`config.mk`:
```
export PLATFORM = sky130hd
export DESIGN_NAME = nearest_free_core_allocator_flat
export DESIGN_NICKNAME = d
export VERILOG_FILES = /design/src/design/nfca_pkg.sv /design/src/design/nfca_cfg_if.sv /design/src/design/nfca_req_if.sv /design/src/design/nfca_res_if.sv /design/src/design/nfca_walker.sv /design/src/design/nearest_free_core_allocator.sv /design/src/flat_wrapper.sv
export SDC_FILE = /design/constraint.sdc
export NUM_CORES = 1
export LEC_CHECK = 0
export ABC_AREA = 1
export BUFFER_PORTS_ARGS = -buffer_cell sky130_fd_sc_hd__buf_2
export CORE_ASPECT_RATIO = 1.4
export CORE_UTILIZATION = 55
export DETAILED_ROUTE_END_ITERATION = 16
export PLACE_DENSITY = 0.75
export SETUP_SLACK_MARGIN = 0.15
export SYNTH_ARGS = -nofsm -noshare
export SYNTH_HDL_FRONTEND = slang
export SYNTH_SLANG_ARGS = --single-unit
```
`constraint.sdc`:
```
create_clock -name clk -period 2.85 [get_ports clk]
set_input_delay 0.57 -clock clk [delete_from_list [all_inputs] [get_ports clk]]
set_output_delay 0.57 -clock clk [all_outputs]
set_load 0.01 [all_outputs]
```
`src/design/nfca_pkg.sv`:
```
`default_nettype none

package nfca_pkg;

    localparam int FIELD_W = 3;
    localparam int MASK_W  = 64;

    typedef logic [FIELD_W-1:0] coord_t;
    typedef logic [2:0]         status_t;

    localparam logic REQ_PLACE = 1'b0;
    localparam logic REQ_CLEAR = 1'b1;

    localparam status_t ST_NEAREST     = 3'd0;
    localparam status_t ST_MOVED       = 3'd1;
    localparam status_t ST_NOT_ALLOWED = 3'd2;
    localparam status_t ST_NONE_FREE   = 3'd3;
    localparam status_t ST_CLEARED     = 3'd4;

    typedef struct packed {
        logic first;
        logic last;
    } walk_t;

endpackage

`default_nettype wire

```
`src/design/nfca_cfg_if.sv`:
```
`default_nettype none

interface nfca_cfg_if;
    logic                       valid;
    logic                       ready;
    logic [nfca_pkg::MASK_W-1:0] data;

    modport source (output valid, output data, input ready);
    modport sink   (input valid, input data, output ready);
endinterface

`default_nettype wire

```
`src/design/nfca_req_if.sv`:
```
`default_nettype none

interface nfca_req_if;
    logic             valid;
    logic             ready;
    logic             req_type;
    nfca_pkg::coord_t nearest_col;
    nfca_pkg::coord_t nearest_row;

    modport source (output valid, output req_type, output nearest_col, output nearest_row,
                    input ready);
    modport sink   (input valid, input req_type, input nearest_col, input nearest_row,
                    output ready);
endinterface

`default_nettype wire

```
`src/design/nfca_res_if.sv`:
```
`default_nettype none

interface nfca_res_if;
    logic              valid;
    logic              ready;
    nfca_pkg::coord_t  placed_col;
    nfca_pkg::coord_t  placed_row;
    nfca_pkg::status_t status;

    modport source (output valid, output placed_col, output placed_row, output status,
                    input ready);
    modport sink   (input valid, input placed_col, input placed_row, input status,
                    output ready);
endinterface

`default_nettype wire

```
`src/design/nfca_walker.sv`:
```
`default_nettype none

// Walks the search order: columns from the start column round the row,
// then on to the next row, wrapping to row 0.
module nfca_walker #(
    parameter int GRID_COLS = 8,
    parameter int GRID_ROWS = 8
) (
    input  wire              clk,
    input  wire              rst_n,
    input  wire              load,
    input  wire              step,
    input  nfca_pkg::coord_t start_col,
    input  nfca_pkg::coord_t start_row,
    output nfca_pkg::coord_t col,
    output nfca_pkg::coord_t row,
    output nfca_pkg::walk_t  walk
);

    localparam nfca_pkg::coord_t COL_LAST = nfca_pkg::FIELD_W'(GRID_COLS - 1);
    localparam nfca_pkg::coord_t ROW_LAST = nfca_pkg::FIELD_W'(GRID_ROWS - 1);

    nfca_pkg::coord_t col_reg, col_next;
    nfca_pkg::coord_t row_reg, row_next;
    nfca_pkg::coord_t col_cnt_reg, col_cnt_next;
    nfca_pkg::coord_t row_cnt_reg, row_cnt_next;
    logic             first_reg, first_next;

    always_comb
    begin
        col_next     = col_reg;
        row_next     = row_reg;
        col_cnt_next = col_cnt_reg;
        row_cnt_next = row_cnt_reg;
        first_next   = first_reg;
        if (load)
        begin
            col_next     = start_col;
            row_next     = start_row;
            col_cnt_next = '0;
            row_cnt_next = '0;
            first_next   = 1'b1;
        end
        else if (step)
        begin
            first_next = 1'b0;
            col_next   = (col_reg == COL_LAST) ? '0 : col_reg + 1'b1;
            if (col_cnt_reg == COL_LAST)
            begin
                col_cnt_next = '0;
                row_cnt_next = row_cnt_reg + 1'b1;
                row_next     = (row_reg == ROW_LAST) ? '0 : row_reg + 1'b1;
            end
            else
            begin
                col_cnt_next = col_cnt_reg + 1'b1;
            end
        end
    end

    always_ff @(posedge clk or negedge rst_n)
    begin
        if (!rst_n)
        begin
            col_reg     <= '0;
            row_reg     <= '0;
            col_cnt_reg <= '0;
            row_cnt_reg <= '0;
            first_reg   <= 1'b0;
        end
        else
        begin
            col_reg     <= col_next;
            row_reg     <= row_next;
            col_cnt_reg <= col_cnt_next;
            row_cnt_reg <= row_cnt_next;
            first_reg   <= first_next;
        end
    end

    assign col        = col_reg;
    assign row        = row_reg;
    assign walk.first = first_reg;
    assign walk.last  = (col_cnt_reg == COL_LAST) && (row_cnt_reg == ROW_LAST);

endmodule

`default_nettype wire

```
`src/design/nearest_free_core_allocator.sv`:
```
// Nearest free cell allocator over a GRID_COLS x GRID_ROWS grid.
// Channels: cfg writes allowed_mask (bit row*GRID_COLS+col), always ready;
// write only while idle. req carries one request beat: place near
// (nearest_col, nearest_row) or clear all taken marks. res returns one beat
// per request: placed cell and status.
// Search: a clear goes through the S_CLEAR state to the output register. A place
// request tests one cell per cycle through a single bit lookup, walking
// from the preferred cell until a free cell is found or every cell is tested.
// Throughput: one request at a time; req is ready again once the result is
// loaded into the output register, even if res has not taken it.
// Stall: while a result waits in the output register the next request runs
// but holds its final cycle until the register frees.
// Reset: mask and taken map are zero, no result pending, req ready.
`default_nettype none

module nearest_free_core_allocator #(
    parameter int GRID_COLS = 8,
    parameter int GRID_ROWS = 8
) (
    input  wire             clk,
    input  wire             rst_n,
    nfca_cfg_if.sink        cfg,
    nfca_req_if.sink        req,
    nfca_res_if.source      res
);

    localparam int CELLS = GRID_COLS * GRID_ROWS;
    localparam int IDX_W = (CELLS > 1) ? $clog2(CELLS) : 1;

    typedef enum logic [2:0] {
        S_IDLE  = 3'b001,
        S_SCAN  = 3'b010,
        S_CLEAR = 3'b100
    } state_t;

    state_t state_reg, state_next;

    logic [CELLS-1:0] allowed_reg;
    logic [CELLS-1:0] taken_reg, taken_next;

    logic              out_valid_reg, out_valid_next;
    nfca_pkg::coord_t  out_col_reg, out_col_next;
    nfca_pkg::coord_t  out_row_reg, out_row_next;
    nfca_pkg::status_t out_status_reg, out_status_next;

    nfca_pkg::coord_t walk_col, walk_row;
    nfca_pkg::walk_t  walk;
    logic             walk_load, walk_step;

    logic             slot_free;
    logic             in_grid;
    logic [IDX_W-1:0] idx;
    logic             cell_ok, cell_free;

    nfca_walker #(
        .GRID_COLS (GRID_COLS),
        .GRID_ROWS (GRID_ROWS)
    ) u_walker (
        .clk       (clk),
        .rst_n     (rst_n),
        .load      (walk_load),
        .step      (walk_step),
        .start_col (req.nearest_col),
        .start_row (req.nearest_row),
        .col       (walk_col),
        .row       (walk_row),
        .walk      (walk)
    );

    assign cfg.ready = 1'b1;
    assign req.ready = (state_reg == S_IDLE);

    assign slot_free = !out_valid_reg || res.ready;
    assign in_grid   = (int'(walk_col) < GRID_COLS) && (int'(walk_row) < GRID_ROWS);
    assign idx       = IDX_W'(int'(walk_row) * GRID_COLS + int'(walk_col));
    assign cell_ok   = allowed_reg[idx];
    assign cell_free = cell_ok && !taken_reg[idx];

    always_comb
    begin
        state_next      = state_reg;
        taken_next      = taken_reg;
        out_valid_next  = out_valid_reg && !res.ready;
        out_col_next    = out_col_reg;
        out_row_next    = out_row_reg;
        out_status_next = out_status_reg;
        walk_load       = 1'b0;
        walk_step       = 1'b0;

        unique case (state_reg)
            S_IDLE:
            begin
                if (req.valid)
                begin
                    if (req.req_type == nfca_pkg::REQ_CLEAR)
                    begin
                        state_next = S_CLEAR;
                    end
                    else
                    begin
                        state_next = S_SCAN;
                        walk_load  = 1'b1;
                    end
                end
            end
            S_CLEAR:
            begin
                if (slot_free)
                begin
                    taken_next      = '0;
                    out_valid_next  = 1'b1;
                    out_col_next    = '0;
                    out_row_next    = '0;
                    out_status_next = nfca_pkg::ST_CLEARED;
                    state_next      = S_IDLE;
                end
            end
            S_SCAN:
            begin
                if (walk.first && (!in_grid || !cell_ok))
                begin
                    if (slot_free)
                    begin
                        out_valid_next  = 1'b1;
                        out_col_next    = '0;
                        out_row_next    = '0;
                        out_status_next = nfca_pkg::ST_NOT_ALLOWED;
                        state_next      = S_IDLE;
                    end
                end
                else if (cell_free)
                begin
                    if (slot_free)
                    begin
                        taken_next[idx] = 1'b1;
                        out_valid_next  = 1'b1;
                        out_col_next    = walk_col;
                        out_row_next    = walk_row;
                        out_status_next = walk.first ? nfca_pkg::ST_NEAREST
                                                     : nfca_pkg::ST_MOVED;
                        state_next      = S_IDLE;
                    end
                end
                else if (walk.last)
                begin
                    if (slot_free)
                    begin
                        out_valid_next  = 1'b1;
                        out_col_next    = '0;
                        out_row_next    = '0;
                        out_status_next = nfca_pkg::ST_NONE_FREE;
                        state_next      = S_IDLE;
                    end
                end
                else
                begin
                    walk_step = 1'b1;
                end
            end
            default:
            begin
                state_next = S_IDLE;
            end
        endcase
    end

    always_ff @(posedge clk or negedge rst_n)
    begin
        if (!rst_n)
        begin
            state_reg     <= S_IDLE;
            allowed_reg   <= '0;
            taken_reg     <= '0;
            out_valid_reg <= 1'b0;
        end
        else
        begin
            state_reg     <= state_next;
            taken_reg     <= taken_next;
            out_valid_reg <= out_valid_next;
            if (cfg.valid)
            begin
                allowed_reg <= cfg.data[CELLS-1:0];
            end
        end
    end

    always_ff @(posedge clk)
    begin
        out_col_reg    <= out_col_next;
        out_row_reg    <= out_row_next;
        out_status_reg <= out_status_next;
    end

    assign res.valid      = out_valid_reg;
    assign res.placed_col = out_col_reg;
    assign res.placed_row = out_row_reg;
    assign res.status     = out_status_reg;

endmodule

`default_nettype wire

```
`src/flat_wrapper.sv`:
```
// flat-port wrapper written by rule: the top's interface ports become plain ports
module nearest_free_core_allocator_flat 
#(
    parameter int GRID_COLS = 8,
    parameter int GRID_ROWS = 8
)
  (clk, rst_n, cfg_valid, cfg_data, cfg_ready, req_valid, req_req_type, req_nearest_col, req_nearest_row, req_ready, res_valid, res_placed_col, res_placed_row, res_status, res_ready);
  nfca_cfg_if cfg_i ();
  nfca_req_if req_i ();
  nfca_res_if res_i ();
  input  wire clk;
  input  wire rst_n;
  input wire logic [$bits(cfg_i.valid)-1:0] cfg_valid;
  input wire logic [$bits(cfg_i.data)-1:0] cfg_data;
  output wire logic [$bits(cfg_i.ready)-1:0] cfg_ready;
  input wire logic [$bits(req_i.valid)-1:0] req_valid;
  input wire logic [$bits(req_i.req_type)-1:0] req_req_type;
  input wire logic [$bits(req_i.nearest_col)-1:0] req_nearest_col;
  input wire logic [$bits(req_i.nearest_row)-1:0] req_nearest_row;
  output wire logic [$bits(req_i.ready)-1:0] req_ready;
  output wire logic [$bits(res_i.valid)-1:0] res_valid;
  output wire logic [$bits(res_i.placed_col)-1:0] res_placed_col;
  output wire logic [$bits(res_i.placed_row)-1:0] res_placed_row;
  output wire logic [$bits(res_i.status)-1:0] res_status;
  input wire logic [$bits(res_i.ready)-1:0] res_ready;
  assign cfg_i.valid = cfg_valid;
  assign cfg_i.data = cfg_data;
  assign cfg_ready = cfg_i.ready;
  assign req_i.valid = req_valid;
  assign req_i.req_type = req_req_type;
  assign req_i.nearest_col = req_nearest_col;
  assign req_i.nearest_row = req_nearest_row;
  assign req_ready = req_i.ready;
  assign res_valid = res_i.valid;
  assign res_placed_col = res_i.placed_col;
  assign res_placed_row = res_i.placed_row;
  assign res_status = res_i.status;
  assign res_i.ready = res_ready;
  nearest_free_core_allocator #(.GRID_COLS(GRID_COLS), .GRID_ROWS(GRID_ROWS)) u_core (.clk(clk), .rst_n(rst_n), .cfg(cfg_i), .req(req_i), .res(res_i));
endmodule
```
Word-level counts from Yosys, hierarchy flattened:

Index checks and enable logic that the tools add are counted.

* register bits: 154
* input port bits: 76
* output and inout bits: 12

* $add $sub $neg: 5
* order comparisons: 2
* equality and inequality tests: 14
* muxes and demuxes: 66
* bitwise operators: 1
* reduce and logical (&&, ||, !) cells: 18

Operator list (count)
* $mux 64: 4
* $pmux 64 s2: 1
* $mux 3: 36
* $or 64x64->64: 1
* $pmux 3 s2: 3
* $mux 1: 17
* $eq 3x3->1 const B: 5
* $add 3x1->3 const B: 4
* $bmux 1 s6: 2
* $pmux 3 s3: 1
* $lt 6x7->1 const B: 1
* $add 6x3->6: 1
* $demux 1 s6: 1
* $ge 6x1->1 const B: 1
* $ne 2x1->1 const B: 3
* $reduce_bool 2->1: 3
* $logic_and 1x1->1: 5
* $reduce_and 5->1: 1
* $logic_not 1->1: 4
* $ne 2x2->1 const B: 2
* $ne 4x2->1 const B: 1
* $ne 4x3->1 const B: 1
* $reduce_and 2->1: 2
* $reduce_and 4->1: 1
* other kinds (5): 5

Longest topological paths before layout:

Gate-level depths: netlist of run 1.

* depth in word-level cells: 10
* mapped depth: 20
* mapped depth without buffers: 17

Hierarchy:

A second synthesis of run 1 with hierarchy kept.

* cells, all modules: 1108
* area total of the unflattened synthesis: 8265.4 sq um

Modules (own cells, without submodules)
* nearest_free_core_allocator: instances 1, cells each 1023, area each 7557.2 sq um, sequential area each 3574.7 sq um
* nfca_walker: instances 1, cells each 85, area each 708.2 sq um, sequential area each 325.3 sq um

Worst setup path after synthesis of run 1:

OpenSTA, ideal clock, no wires.

* path type: register to register
* start: register u_core.u_walker.col_reg[0] (netlist: u_core.u_walker.col[0])
* end: register u_core.out_col_reg[0] (netlist: u_core.res.placed_col[0]), enable pin
* setup time: 318 ps
* arrival time: 1981 ps
* slack: 551 ps
* stages on the path, launching flop included: 14
* buffers on the path: 4
* clock period less this slack: 2299 ps
* path through: dfrtp_1 -> buf_6 -> buf_6 -> buf_6 -> o211ai_1 -> nand2_1 -> o21ai_1 -> nand2_1 -> nor2_1 -> nand2_1 -> nand4_1 -> clkbuf_1 -> nand3_1 -> nand2_1

* longest elaborated chain between the ends: 7
* elaborated cells between the ends (all ways): 12
* classes of those cells: 1 x add/sub; 2 x eq/ne; 4 x mux; 5 x reduce/logical

Ends and longest elaborated chain
* start: declaration: line nfca_walker.sv:23 `nfca_pkg::coord_t col_reg, col_next;`
* start signal: assignment: line nfca_walker.sv:73 `col_reg <= col_next;`
* $add 6x3->6 *: line nearest_free_core_allocator.sv:75 `assign idx = IDX_W'(int'(walk_row) * GRID_COLS + int'(walk_col));`
* $bmux 1 s6, on equally long branches: line nearest_free_core_allocator.sv:76, nearest_free_core_allocator.sv:77
* $mux 1, on equally long branches: line nearest_free_core_allocator.sv:76, nearest_free_core_allocator.sv:77
* $logic_not 1->1, on equally long branches: line nearest_free_core_allocator.sv:120, nearest_free_core_allocator.sv:77
* $logic_and 1x1->1, on equally long branches: line nearest_free_core_allocator.sv:120, nearest_free_core_allocator.sv:77
* $ne 4x3->1 (no source line) / $ne 4x2->1 (equally long branches)
* $reduce_and 3->1 (no source line) *
* end signal: assignment: line nearest_free_core_allocator.sv:190 `out_col_reg <= out_col_next;`
* end: declaration: line nearest_free_core_allocator.sv:42 `nfca_pkg::coord_t out_col_reg, out_col_next;`

Mark *: on every way between the ends. The rest lies on a longest branch, timed or not. The select of a mux whose other input is x is not followed.
A chain may end at the register's enable or synchronous reset.

Final worst setup path of run 1:

* start: register u_core.u_walker.col_reg[1] (netlist: u_core.u_walker.col[1])
* end: register u_core.taken_reg[8]

* longest elaborated chain between the ends: 10
* elaborated cells between the ends (all ways): 22
* classes of those cells: 1 x add/sub; 2 x order compare; 2 x eq/ne; 10 x mux; 1 x bitwise; 6 x reduce/logical

Ends and longest elaborated chain
* $add 6x3->6 *: line nearest_free_core_allocator.sv:75
* $lt 6x7->1 (not written as such) / $ge 6x1->1 (equally long branches): line nearest_free_core_allocator.sv:135 `taken_next[idx] = 1'b1;`
* $logic_and 1x1->1 (not written as such): line nearest_free_core_allocator.sv:135
* $mux 1 (not written as such): line nearest_free_core_allocator.sv:135
* $demux 1 s6
* $or 64x64->64 (no source line)
* $mux 64: line nearest_free_core_allocator.sv:133 `if (slot_free)`
* $mux 64: line nearest_free_core_allocator.sv:131 `else if (cell_free)`
* $mux 64: line nearest_free_core_allocator.sv:120 `if (walk.first && (!in_grid || !cell_ok))`
* $pmux 64 s2: line nearest_free_core_allocator.sv:90 `unique case (state_reg)`
* end signal: assignment: line nearest_free_core_allocator.sv:179 `taken_reg <= taken_next;`
* end: declaration: line nearest_free_core_allocator.sv:39 `logic [CELLS-1:0] taken_reg, taken_next;`

Marked as above.

==> impl_metrics.env, run 1 <==
export IMPL_status="completed"
export IMPL_max_freq_mhz=401
export IMPL_ctsResizeCount=0
export IMPL_finalHoldViolCount=0
export IMPL_io_pins=88
export IMPL_whs_ns=0.138
export IMPL_synth_area_per_cell_um2=7.95
export IMPL_dp_hpwl_um=13600
export IMPL_synth_seq_area_share=0.465
export IMPL_cts_tree="built"
export IMPL_vias=7383
export IMPL_cp_common_cell="nand2_1"
export IMPL_startpoint_type="flip-flop"
export IMPL_synth_top_cell_area_share=0.429
export IMPL_leakage_nw=4.55
export IMPL_antenna_found_initial=0
export IMPL_viasPerCell=5.53
export IMPL_critPathMaxStageDelay_ns=0.55
export IMPL_cts_sinks=154
export IMPL_maxCapViolations=0
export IMPL_drc=0
export IMPL_hold_buffers=0
export IMPL_ys_flop_type="dfrtp_1"
export IMPL_arrival_ns=2.85
export IMPL_worst_path_max_delay_cell="dfrtp_1"
export IMPL_final_cell_mix="nand2_1 (376), dfrtp_1 (143), o21ai_0 (113)"
export IMPL_clockBufferDepth=2
export IMPL_worstSetupPathType="flip-flop to flip-flop"
export IMPL_syn_cell_area_um2=8390
export IMPL_synth_largest_area_cell="dfrtp_1"
export IMPL_die_area_um2=15800
export IMPL_post_cts_setup_buffer_count=0
export IMPL_gp_congestion=0.877
export IMPL_clock_latency_ns=0.43
export IMPL_final_common_cell="nand2_1"
export IMPL_core_area_um2=15000
export IMPL_diodes=0
export IMPL_period_share=0.876
export IMPL_fin_worst_skew_ns=0.0113
export IMPL_finalSetupTns_ns=0
export IMPL_ir_drop_mv=0.597
export IMPL_grtUsageTotal=0.278
export IMPL_synth_area_leaders="dfrtp_1 (43%), nand2_1 (17%), o21ai_0 (6.7%)"
export IMPL_path_cells="inv_4 -> nor2_4 -> nand2_2 -> o21ai_1 -> nor2_1 -> nand2_1 -> nand2_1 -> nand2_1 -> nor2_2 -> nand3_2 -> nand2_1 -> nand3_4 -> buf_16 -> nand2_1 -> o21ai_2"
export IMPL_finalSetupViolations=0
export IMPL_path_buf_inv=2
export IMPL_slew_viol_final=0
export IMPL_yosysWarnings=0
export IMPL_synthesis_nets=1139
export IMPL_initial_core_util=0.560
export IMPL_antenna_left=0
export IMPL_period_needed_ns=2.50
export IMPL_fin_nets=1215
export IMPL_grt_overflow=0
export IMPL_io_buffers=86
export IMPL_wl_um=20700
export IMPL_first_iter_violations=710
export IMPL_crit_required_ns=3.21
export IMPL_drt_pass1_iter_count=5
export IMPL_die_width_um=106
export IMPL_rows=53
export IMPL_p_per_area_nw_per_um2=815
export IMPL_drive_gt1_frac=0.219
export IMPL_worst_slew_pin_slew_ns=0.640
export IMPL_cts_made_buffers=17
export IMPL_synth_distinct_cells=34
export IMPL_wl_per_cell_um=15.5
export IMPL_cts_htree_levels=4
export IMPL_clock_root_buffer="clkbuf_16"
export IMPL_cp_end_kind="flip-flop"
export IMPL_rsz0062_at_grt="no"
export IMPL_synth_edf_count=9
export IMPL_grt_max_degree=70
export IMPL_path_clk_slew_ns=0.07
export IMPL_fp_dieH_um=148
export IMPL_ys_async_sr_fraction=0.942
export IMPL_grt_pass1_vias=7102
export IMPL_grt_pass1_wl_um=34500
export IMPL_relSlewSlack=0.573
export IMPL_synthCells=1055
export IMPL_ys_ff_latch=154
export IMPL_area_growth_pct=13.9
export IMPL_cp_top_family="simple AND/OR/NAND/NOR gates"
export IMPL_cp_max_fo=58
export IMPL_hp_class="primary input to async pin"
per-stage QoR:
stage | instance area (um2) | total power [mW] | setup slack (ns) | util | std cells
final | 9560 | 7.79 | 0.354 | 0.638 | 1336
after global routing | 9560 | 8.22 | 0.150 | 0.638 | 1336
after CTS | 9540 | 7.76 | 0.306 | 0.636 | 1335
after detailed placement | 8950 | 5.48 | 0.325 | 0.597 | 1303
after global placement | 8950 | 5.44 | 0.365 | 0.597 | 1303
after floorplan | 8390 | 4.78 | 0.551 | - | 1055
where the power goes:
group	total, mW	internal (mW)	switching, mW	leakage [nW]
Sequential	2.70	2.50	0.199	1.95
Clock	2.26	1.32	0.942	0.278
Combinational	2.83	0.810	2.02	2.32
cell usage after synthesis, drive strengths merged (2+ instances only):
cell    number
o211ai       6
nand3b       4
clkinv       2
nor2        78
edfxtp       9
ha           8
o21ai      189
clkbuf      19
dfrtp      144
nand4        2
a21oi       10
o31ai        2
nand3       42
buf         41
mux2        33
nand2      388
inv         63
nor3        10
worst register-to-register path: stages, from the launching register on:
cell     delay [ns]
dfrtp_1        0.55
inv_4          0.16
nor2_4         0.21
nand2_2        0.18
o21ai_1        0.19
nor2_1         0.06
nand2_1        0.07
nand2_1        0.05
nand2_1        0.08
nor2_2         0.05
nand3_2        0.08
nand2_1        0.10
nand3_4        0.15
buf_16         0.28
nand2_1        0.15
o21ai_2        0.07
logic make-up (layout without fill, tap and decap cells):
| family | Yosys count | in the layout | synth area share |
|---|---|---|---|
| and+or+nand+nor | 525 | 526 | 0.253 |
| adders and majority gates | 8 | 8 | 0.0119 |
| DFF | 154 | 154 | 0.465 |
| buffers and inverters | 125 | 213 | 0.0778 |
| AOI/OAI and AO/OA | 209 | 209 | 0.148 |
| muxes | 33 | 33 | 0.0443 |
| other | 1 | 1 | 0.000447 |
final cells by class:
class | instances | area, um2
Timing Repair Buffer | 116 | 723
Multi-Input combinational cell | 777 | 3860
Clock buffer | 20 | 447
Tap cell | 192 | 240
Sequential cell | 154 | 3900
Clock inverter | 12 | 140
Inverter | 65 | 246
Fill cell | 1356 | 5430
path summary, 6_finish.rpt:
path | from | endpoint | slack [ns] | cells past startpoint
setup / recovery | u_core.u_walker.col[1] | u_core.taken_reg[8] | 0.35 | 15
hold / removal | rst_n | u_core.allowed_reg[29] | 0.14 | 1
setup reg to reg | u_core.u_walker.col[1] | u_core.taken_reg[8] | 0.35 | 15
hold reg to reg | u_core.u_walker.row_cnt_reg[1] | u_core.u_walker.row_cnt_reg[1] | 0.48 | 2
max in group asynchronous | rst_n | u_core.allowed_reg[0] | 1.92 | 2
min in group clk | cfg_data[29] | u_core.allowed_reg[29] | 0.35 | 3
metal layers:
| layer | up-vias | global-route usage | part of all wire |
|---|---|---|---|
| met5 | - | 0 | 0 |
| met3 | 52 | 0.0578 | 0.053 |
| met4 | 0 | 0.113 | 0.030 |
| met2 | 237 | 0.470 | 0.51 |
| met1 | 3534 | 0.347 | 0.41 |
| li1 | 3560 | - | - |
Note: power is estimated with default switching activity, not from simulation.
==> run 2, diff against run 1 <==
--- a/config.mk
+++ b/config.mk
@@ -5,12 +5,10 @@
 export SDC_FILE = /design/constraint.sdc
 export NUM_CORES = 1
 export LEC_CHECK = 0
-export ABC_AREA = 1
 export BUFFER_PORTS_ARGS = -buffer_cell sky130_fd_sc_hd__buf_2
-export CORE_ASPECT_RATIO = 1.4
 export CORE_UTILIZATION = 55
 export DETAILED_ROUTE_END_ITERATION = 16
-export PLACE_DENSITY = 0.75
+export PLACE_DENSITY = 0.76
 export SETUP_SLACK_MARGIN = 0.15
 export SYNTH_ARGS = -nofsm -noshare
 export SYNTH_HDL_FRONTEND = slang
==> run 2 against run 1 <==
Synthesized cell count is 36% lower. Die area decreased by 9.0%. Maximum frequency decreased by 20%. Non-clock buffer count increased by 52. Register-to-register slack got worse by 0.62 ns. Final cell count down 25%. Setup slack worse by 0.62 ns. First-iteration DRC count fell by 8.2%. Via count shrank 17%. Largest cell class unchanged. Wire length decreased by 0.52%. The flow now finishes with violations (setup timing).
==> impl_metrics.env, run 2 <==
export IMPL_post_place_cells=957
export IMPL_slew_viol_final=0
export IMPL_status="finished with violations"
export IMPL_synth_edf_count=9
export IMPL_ys_ff_latch=154
export IMPL_grt_overflow=0
export IMPL_synth_top_cell_area_share=0.473
export IMPL_initial_core_util=0.569
export IMPL_grt_pass1_vias=6383
export IMPL_period_share=1.09
export IMPL_ys_async_sr_fraction=0.942
export IMPL_viasPerCell=6.15
export IMPL_cp_end_kind="flip-flop"
export IMPL_setup_ws_ns=-0.268
export IMPL_synth_area_leaders="dfrtp_1 (47%), mux2_2 (9.7%), nand2_1 (5.0%)"
export IMPL_die_area_um2=14300
export IMPL_rsz0062_at_grt="yes"
export IMPL_grt_max_degree=73
export IMPL_yosys_area_share_simple=0.145
export IMPL_synth_seq_area_share=0.511
export IMPL_leakage_nw=4.29
export IMPL_maxCapViolations=0
export IMPL_drt_pass1_iter_count=5
export IMPL_final_common_cell="dfrtp_1"
export IMPL_syn_cell_area_um2=7620
export IMPL_finalHoldViolCount=0
export IMPL_hp_class="primary input to async pin"
export IMPL_worst_path_max_delay_cell="dfrtp_2"
export IMPL_yosysWarnings=0
export IMPL_core_area_um2=13400
export IMPL_ir_drop_mv=0.558
export IMPL_cp_max_fo=12
export IMPL_max_freq_mhz=321
export IMPL_ys_flop_type="dfrtp_1"
export IMPL_relSlewSlack=0.481
export IMPL_worst_slew_pin_slew_ns=0.776
export IMPL_synth_xor_area_share=0.00115
export IMPL_grtUsageTotal=0.303
export IMPL_arrival_ns=3.48
export IMPL_crit_required_ns=3.21
export IMPL_vias=6163
export IMPL_die_width_um=120
export IMPL_synth_distinct_cells=76
export IMPL_synth_largest_area_cell="dfrtp_1"
export IMPL_period_needed_ns=3.12
export IMPL_antenna_found_initial=0
export IMPL_path_clk_slew_ns=0.07
export IMPL_p_per_area_nw_per_um2=954
export IMPL_synth_area_per_cell_um2=11.3
export IMPL_worstSetupPathType="flip-flop to flip-flop"
export IMPL_area_growth_pct=27.1
export IMPL_wl_per_cell_um=20.5
export IMPL_drive_gt1_frac=0.441
export IMPL_diodes=0
export IMPL_synth_top_family_by_area="multiplexers"
export IMPL_cp_common_cell="buf_4"
export IMPL_synth_compound_area_frac=0.115
export IMPL_drc=0
export IMPL_clock_latency_ns=0.43
export IMPL_io_pins=88
export IMPL_io_buffers=86
export IMPL_hold_buffers=0
export IMPL_cts_sinks=154
export IMPL_synthesis_nets=756
export IMPL_critPathMaxStageDelay_ns=0.50
export IMPL_synthCells=672
export IMPL_path_cells="buf_4 -> buf_4 -> and3_1 -> a21oi_1 -> o221ai_1 -> a221oi_2 -> and2_4 -> o21ai_4 -> buf_6 -> buf_4 -> or4_4 -> a21oi_2"
export IMPL_violations="setup timing"
export IMPL_clock_root_buffer="clkbuf_16"
export IMPL_cts_made_buffers=17
export IMPL_fin_nets=897
export IMPL_grt_pass1_wl_um=33100
export IMPL_fin_cells=1002
export IMPL_finalSetupViolations=96
export IMPL_rows=42
export IMPL_path_buf_inv=4
export IMPL_fp_dieH_um=120
export IMPL_startpoint_type="flip-flop"
export IMPL_reg2reg_setup_slack_ns=-0.27
export IMPL_muxShareOfSynthArea=0.172
export IMPL_num_fill_cells=894
export IMPL_dp_hpwl_um=13700
export IMPL_first_iter_violations=652
export IMPL_clockBufferDepth=2
export IMPL_wl_um=20500
export IMPL_synthTopCellsByCount="dfrtp_1 (144), nand2_1 (102), o21ai_1 (67)"
export IMPL_yosysMostFrequentCell="dfrtp_1"
export IMPL_final_cell_mix="dfrtp_1 (142), nand2_1 (100), buf_2 (85)"
export IMPL_cts_tree="built"
export IMPL_cp_top_family="compound AO/OA/AOI/OAI gates"
export IMPL_gp_congestion=0.895
export IMPL_antenna_left=0
export IMPL_synth_fa_ha_area_frac=0.0131
export IMPL_fin_util=0.723
export IMPL_cts_htree_levels=4
export IMPL_fin_worst_skew_ns=0.00808
## run 2: cell types whose count changed after synthesis, moves of 12 or more
cell / before / now
nor2_1: 73 / 18
nand3_1: 40 / 7
nand2_1: 376 / 102
o21ai_1: 30 / 67
o21ai_0: 113 / 9
mux2i_1: 0 / 33
buf_6: 18 / 6
nand2_2: 12 / 0
mux2_2: 33 / 66
inv_1: 61 / 13
nand2b_1: 0 / 12
o21ai_2: 46 / 0
## run 2: worst reg2reg max path, delay by kind of cell, from the launching register on
kind / cells / cell delay [ns]
compound gates: 5 / 1.00
flops: 1 / 0.50
buf+inv: 4 / 0.66
simple gates: 3 / 0.89
## run 2: repair_timing
action / CTS / global route
setup endpoints to repair: 98 / 98
gates resized for setup: 43 / 36
pin swaps: 15 / 14
buffers inserted: 9 / 2
gates cloned: 2 / 0
## run 2: area by class of cell
type / instances / area, um2 / area share
clock buffers: 17 / 425 / 0.0439
clock inverters: 15 / 178 / 0.0183
inverters: 15 / 56.3 / 0.00581
multi-input cells: 457 / 3700 / 0.382
flip-flops and latches: 154 / 3900 / 0.403
well taps: 176 / 220 / 0.0227
repair buffers: 168 / 1210 / 0.125
## run 2: stage by stage
stage | worst slack, ns | TNS (ns) | total power, mW | cell area [um2] | hold WS [ns]
5_1_grt | -0.327 | -26.05 | 9.67 | 9690 | 0.205
3_3_place_gp | -0.206 | -14.17 | 6.28 | 8660 | 0.461
4_1_cts | -0.179 | -11.52 | 9.00 | 9520 | 0.183
6_report | -0.268 | -18.15 | 9.25 | 9690 | 0.155
3_5_place_dp | -0.323 | -22.05 | 6.40 | 8660 | 0.470
2_1_floorplan | -0.223 | -2.15 | 5.01 | 7670 | 0.274
## run 2: per-layer routing
metal	vias to the layer above	share of wire	GRT usage
li1	2735	-	-
met1	3086	0.41	0.399
met2	290	0.50	0.479
met3	52	0.066	0.0670
met4	0	0.031	0.138
met5	-	0	0
## run 2: final timing paths
| kind | start | end | depth (start not counted) |
|---|---|---|---|
| max in group asynchronous | rst_n | u_core.taken_reg[33] | 2 |
| min reg2reg | u_core.taken_reg[2] | u_core.taken_reg[2] | 2 |
| min in group clk | cfg_data[53] | u_core.allowed_reg[53] | 2 |
| max | u_core.u_walker.col[1] | u_core.u_walker.row_cnt_reg[0] | 12 |
| min | rst_n | u_core.u_walker.col_cnt_reg[0] | 1 |
| max reg2reg | u_core.u_walker.col[1] | u_core.u_walker.row_cnt_reg[0] | 12 |
## run 2: where the power goes
group          internal (mW)  switching (mW)
Combinational           1.86            2.21
Clock                   1.26            1.04
Sequential              2.59           0.291
## run 2: logic make-up after synthesis
| group | Yosys count |
|---|---|
| AOI/OAI and AO/OA | 138 |
| muxes | 110 |
| DFF | 154 |
| other | 1 |
| buffers and inverters | 61 |
| and+or+nand+nor | 199 |
| xor gates and xnor gates | 1 |
| adders and majority gates | 8 |
==> run 3, diff against run 2 <==
--- a/config.mk
+++ b/config.mk
@@ -6,9 +6,9 @@
 export NUM_CORES = 1
 export LEC_CHECK = 0
 export BUFFER_PORTS_ARGS = -buffer_cell sky130_fd_sc_hd__buf_2
-export CORE_UTILIZATION = 55
+export CORE_MARGIN = 1.5
+export CORE_UTILIZATION = 35
 export DETAILED_ROUTE_END_ITERATION = 16
-export PLACE_DENSITY = 0.76
 export SETUP_SLACK_MARGIN = 0.15
 export SYNTH_ARGS = -nofsm -noshare
 export SYNTH_HDL_FRONTEND = slang
==> constraint.sdc (replaced) <==
create_clock -name clk -period 3.02 [get_ports clk]
set_input_delay 0.604 -clock clk [delete_from_list [all_inputs] [get_ports clk]]
set_output_delay 0.604 -clock clk [all_outputs]
set_load 0.01 [all_outputs]
==> run 3 against run 2 <==
The flow still finishes with violations (setup timing). Clock skew up 0.0041 ns. Non-clock buffer count down 8. Setup slack better by 0.14 ns. Die area up 58%. Critical path depth down 2. Sequential cell count unchanged. Maximum frequency down 1.0%. Cell area about the same. Global-route usage down 11 points. Largest cell class unchanged.
==> impl_metrics.env, run 3 (synthesis results as in run 2) <==
export IMPL_diodes=0
export IMPL_fin_worst_skew_ns=0.0122
export IMPL_whs_ns=0.179
export IMPL_finalSetupViolations=93
export IMPL_area_growth_pct=27.1
export IMPL_io_buffers=86
export IMPL_antenna_left=0
export IMPL_drt_pass1_iter_count=5
export IMPL_cts_tree="built"
export IMPL_crit_path_end="u_core.taken_reg[55]"
export IMPL_grt_pass1_vias=5839
export IMPL_cts_made_buffers=17
export IMPL_relSlewSlack=0.571
export IMPL_cp_startpoint="u_core.u_walker.col[0]"
export IMPL_cp_end_kind="flip-flop"
export IMPL_path_depth=10
export IMPL_worstRegToRegCells=10
export IMPL_die_area_um2=22700
export IMPL_reg2reg_setup_slack_ns=-0.13
export IMPL_path_buf_inv=2
export IMPL_clockBufferDepth=2
export IMPL_gp_congestion=0.783
export IMPL_crit_required_ns=3.36
export IMPL_io_pins=88
export IMPL_r2r_start="u_core.u_walker.col[0]"
export IMPL_drive_gt1_frac=0.416
export IMPL_critPathMaxStageDelay_ns=0.56
export IMPL_die_width_um=151
export IMPL_final_area_um2=9690
export IMPL_rsz0062_at_grt="yes"
export IMPL_finalHoldViolCount=0
export IMPL_grtUsageTotal=0.190
export IMPL_setup_ws_ns=-0.130
export IMPL_cp_max_fo=8
export IMPL_rows=53
export IMPL_slew_viol_final=0
export IMPL_p_per_area_nw_per_um2=863
export IMPL_path_cells="buf_12 -> mux4_2 -> mux2i_1 -> nor3_1 -> a311o_1 -> or4b_4 -> o21ai_4 -> buf_12 -> nand4_4 -> o21ai_1"
export IMPL_vias=5765
export IMPL_first_iter_violations=346
export IMPL_period_share=1.04
export IMPL_dp_hpwl_um=13700
export IMPL_finalSetupTns_ns=-8.32
export IMPL_startpoint_type="flip-flop"
export IMPL_clock_root_buffer="clkbuf_16"
export IMPL_final_common_cell="dfrtp_1"
export IMPL_cp_top_family="simple AND/OR/NAND/NOR gates"
export IMPL_wl_um=20300
export IMPL_maxCapViolations=0
export IMPL_initial_core_util=0.359
export IMPL_leakage_nw=4.24
export IMPL_wl_per_cell_um=18.6
export IMPL_grt_overflow=0
export IMPL_placed_cell_area_um2=8730
export IMPL_hp_class="primary input to async pin"
export IMPL_clock_latency_ns=0.43
export IMPL_core_area_um2=21200
export IMPL_arrival_ns=3.49
export IMPL_ir_drop_mv=0.401
export IMPL_drc=0
export IMPL_fp_dieH_um=151
export IMPL_antenna_found_initial=0
export IMPL_viasPerCell=5.28
export IMPL_violations="setup timing"
export IMPL_worst_path_max_delay_cell="or4b_4"
export IMPL_worstSetupPathType="flip-flop to flip-flop"
export IMPL_final_cell_mix="dfrtp_1 (142), nand2_1 (100), buf_2 (86)"
export IMPL_cp_common_cell="buf_12"
export IMPL_path_clk_slew_ns=0.06
export IMPL_grt_pass1_wl_um=32500
export IMPL_period_needed_ns=3.15
export IMPL_grt_max_degree=70
export IMPL_max_freq_mhz=317
export IMPL_fin_nets=889
export IMPL_cts_htree_levels=4
export IMPL_worst_slew_pin_slew_ns=0.643
export IMPL_r2r_end="u_core.taken_reg[55]"
export IMPL_status="finished with violations"
export IMPL_cts_sinks=154
==> run 3: area by class of cell <==
cell class	instances	area (um2)
fill	1971	11500
sequential	154	3900
multi-input combinational	457	3650
timing repair buffer	160	1180
clock buffer	20	447
tap	275	344
clock inverter	11	111
inverter	15	56.3
==> run 3: through the flow <==
| step | total power, mW | utilization | std cells | setup slack [ns] |
|---|---|---|---|---|
| CTS | 8.30 | 0.452 | 1091 | -0.113 |
| floorplan | 4.70 | - | 672 | -0.0567 |
| global route | 8.80 | 0.457 | 1092 | -0.245 |
| finish | 8.36 | 0.457 | 1092 | -0.130 |
| detailed placement | 5.92 | 0.411 | 1048 | -0.246 |
| global placement | 5.91 | 0.411 | 1048 | -0.224 |
==> run 3: worst reg2reg max path: cells and delay by family, from the launching register on <==
kind | cells | cell delay [ns]
AOI/OAI and AO/OA | 3 | 0.75
buffers and inverters | 2 | 0.36
and+or+nand+nor | 3 | 0.87
muxes | 2 | 0.66
DFF | 1 | 0.43
==> run 3: worst min path at each step <==
| stage | depth (start not counted) | to | slack, ns | from |
|---|---|---|---|---|
| floorplan | 0 | u_core.allowed_reg[0] | 0.31 | rst_n |
| global placement | 2 | u_core.taken_reg[10] | 0.46 | u_core.taken_reg[10] |
| detailed placement | 2 | u_core.taken_reg[60] | 0.47 | u_core.taken_reg[60] |
| CTS | 1 | u_core.u_walker.row_cnt_reg[1] | 0.19 | rst_n |
| global route | 1 | u_core.allowed_reg[8] | 0.22 | rst_n |
| finish | 1 | u_core.allowed_reg[8] | 0.18 | rst_n |
==> run 3: per-layer routing <==
layer	global-route usage	share of wire
met1	0.269	0.49
met2	0.294	0.46
met3	0.0421	0.044
met4	0.0490	0.013
met5	0	0
==> run 3: report_power, final <==
part | switching, mW | total [mW] | internal [mW]
Sequential | 0.260 | 2.70 | 2.44
Combinational | 2.00 | 3.59 | 1.59
Clock | 0.896 | 2.06 | 1.17
Total | 3.15 | 8.36 | 5.21
==> run 3: repair_timing <==
item / CTS / global route
cloned: 2 / 0
buffers inserted: 10 / 1
hold buffers: 0 / 0
pin swaps: 48 / 10
resized for setup: 42 / 26
endpoints found under the setup margin: 97 / 98
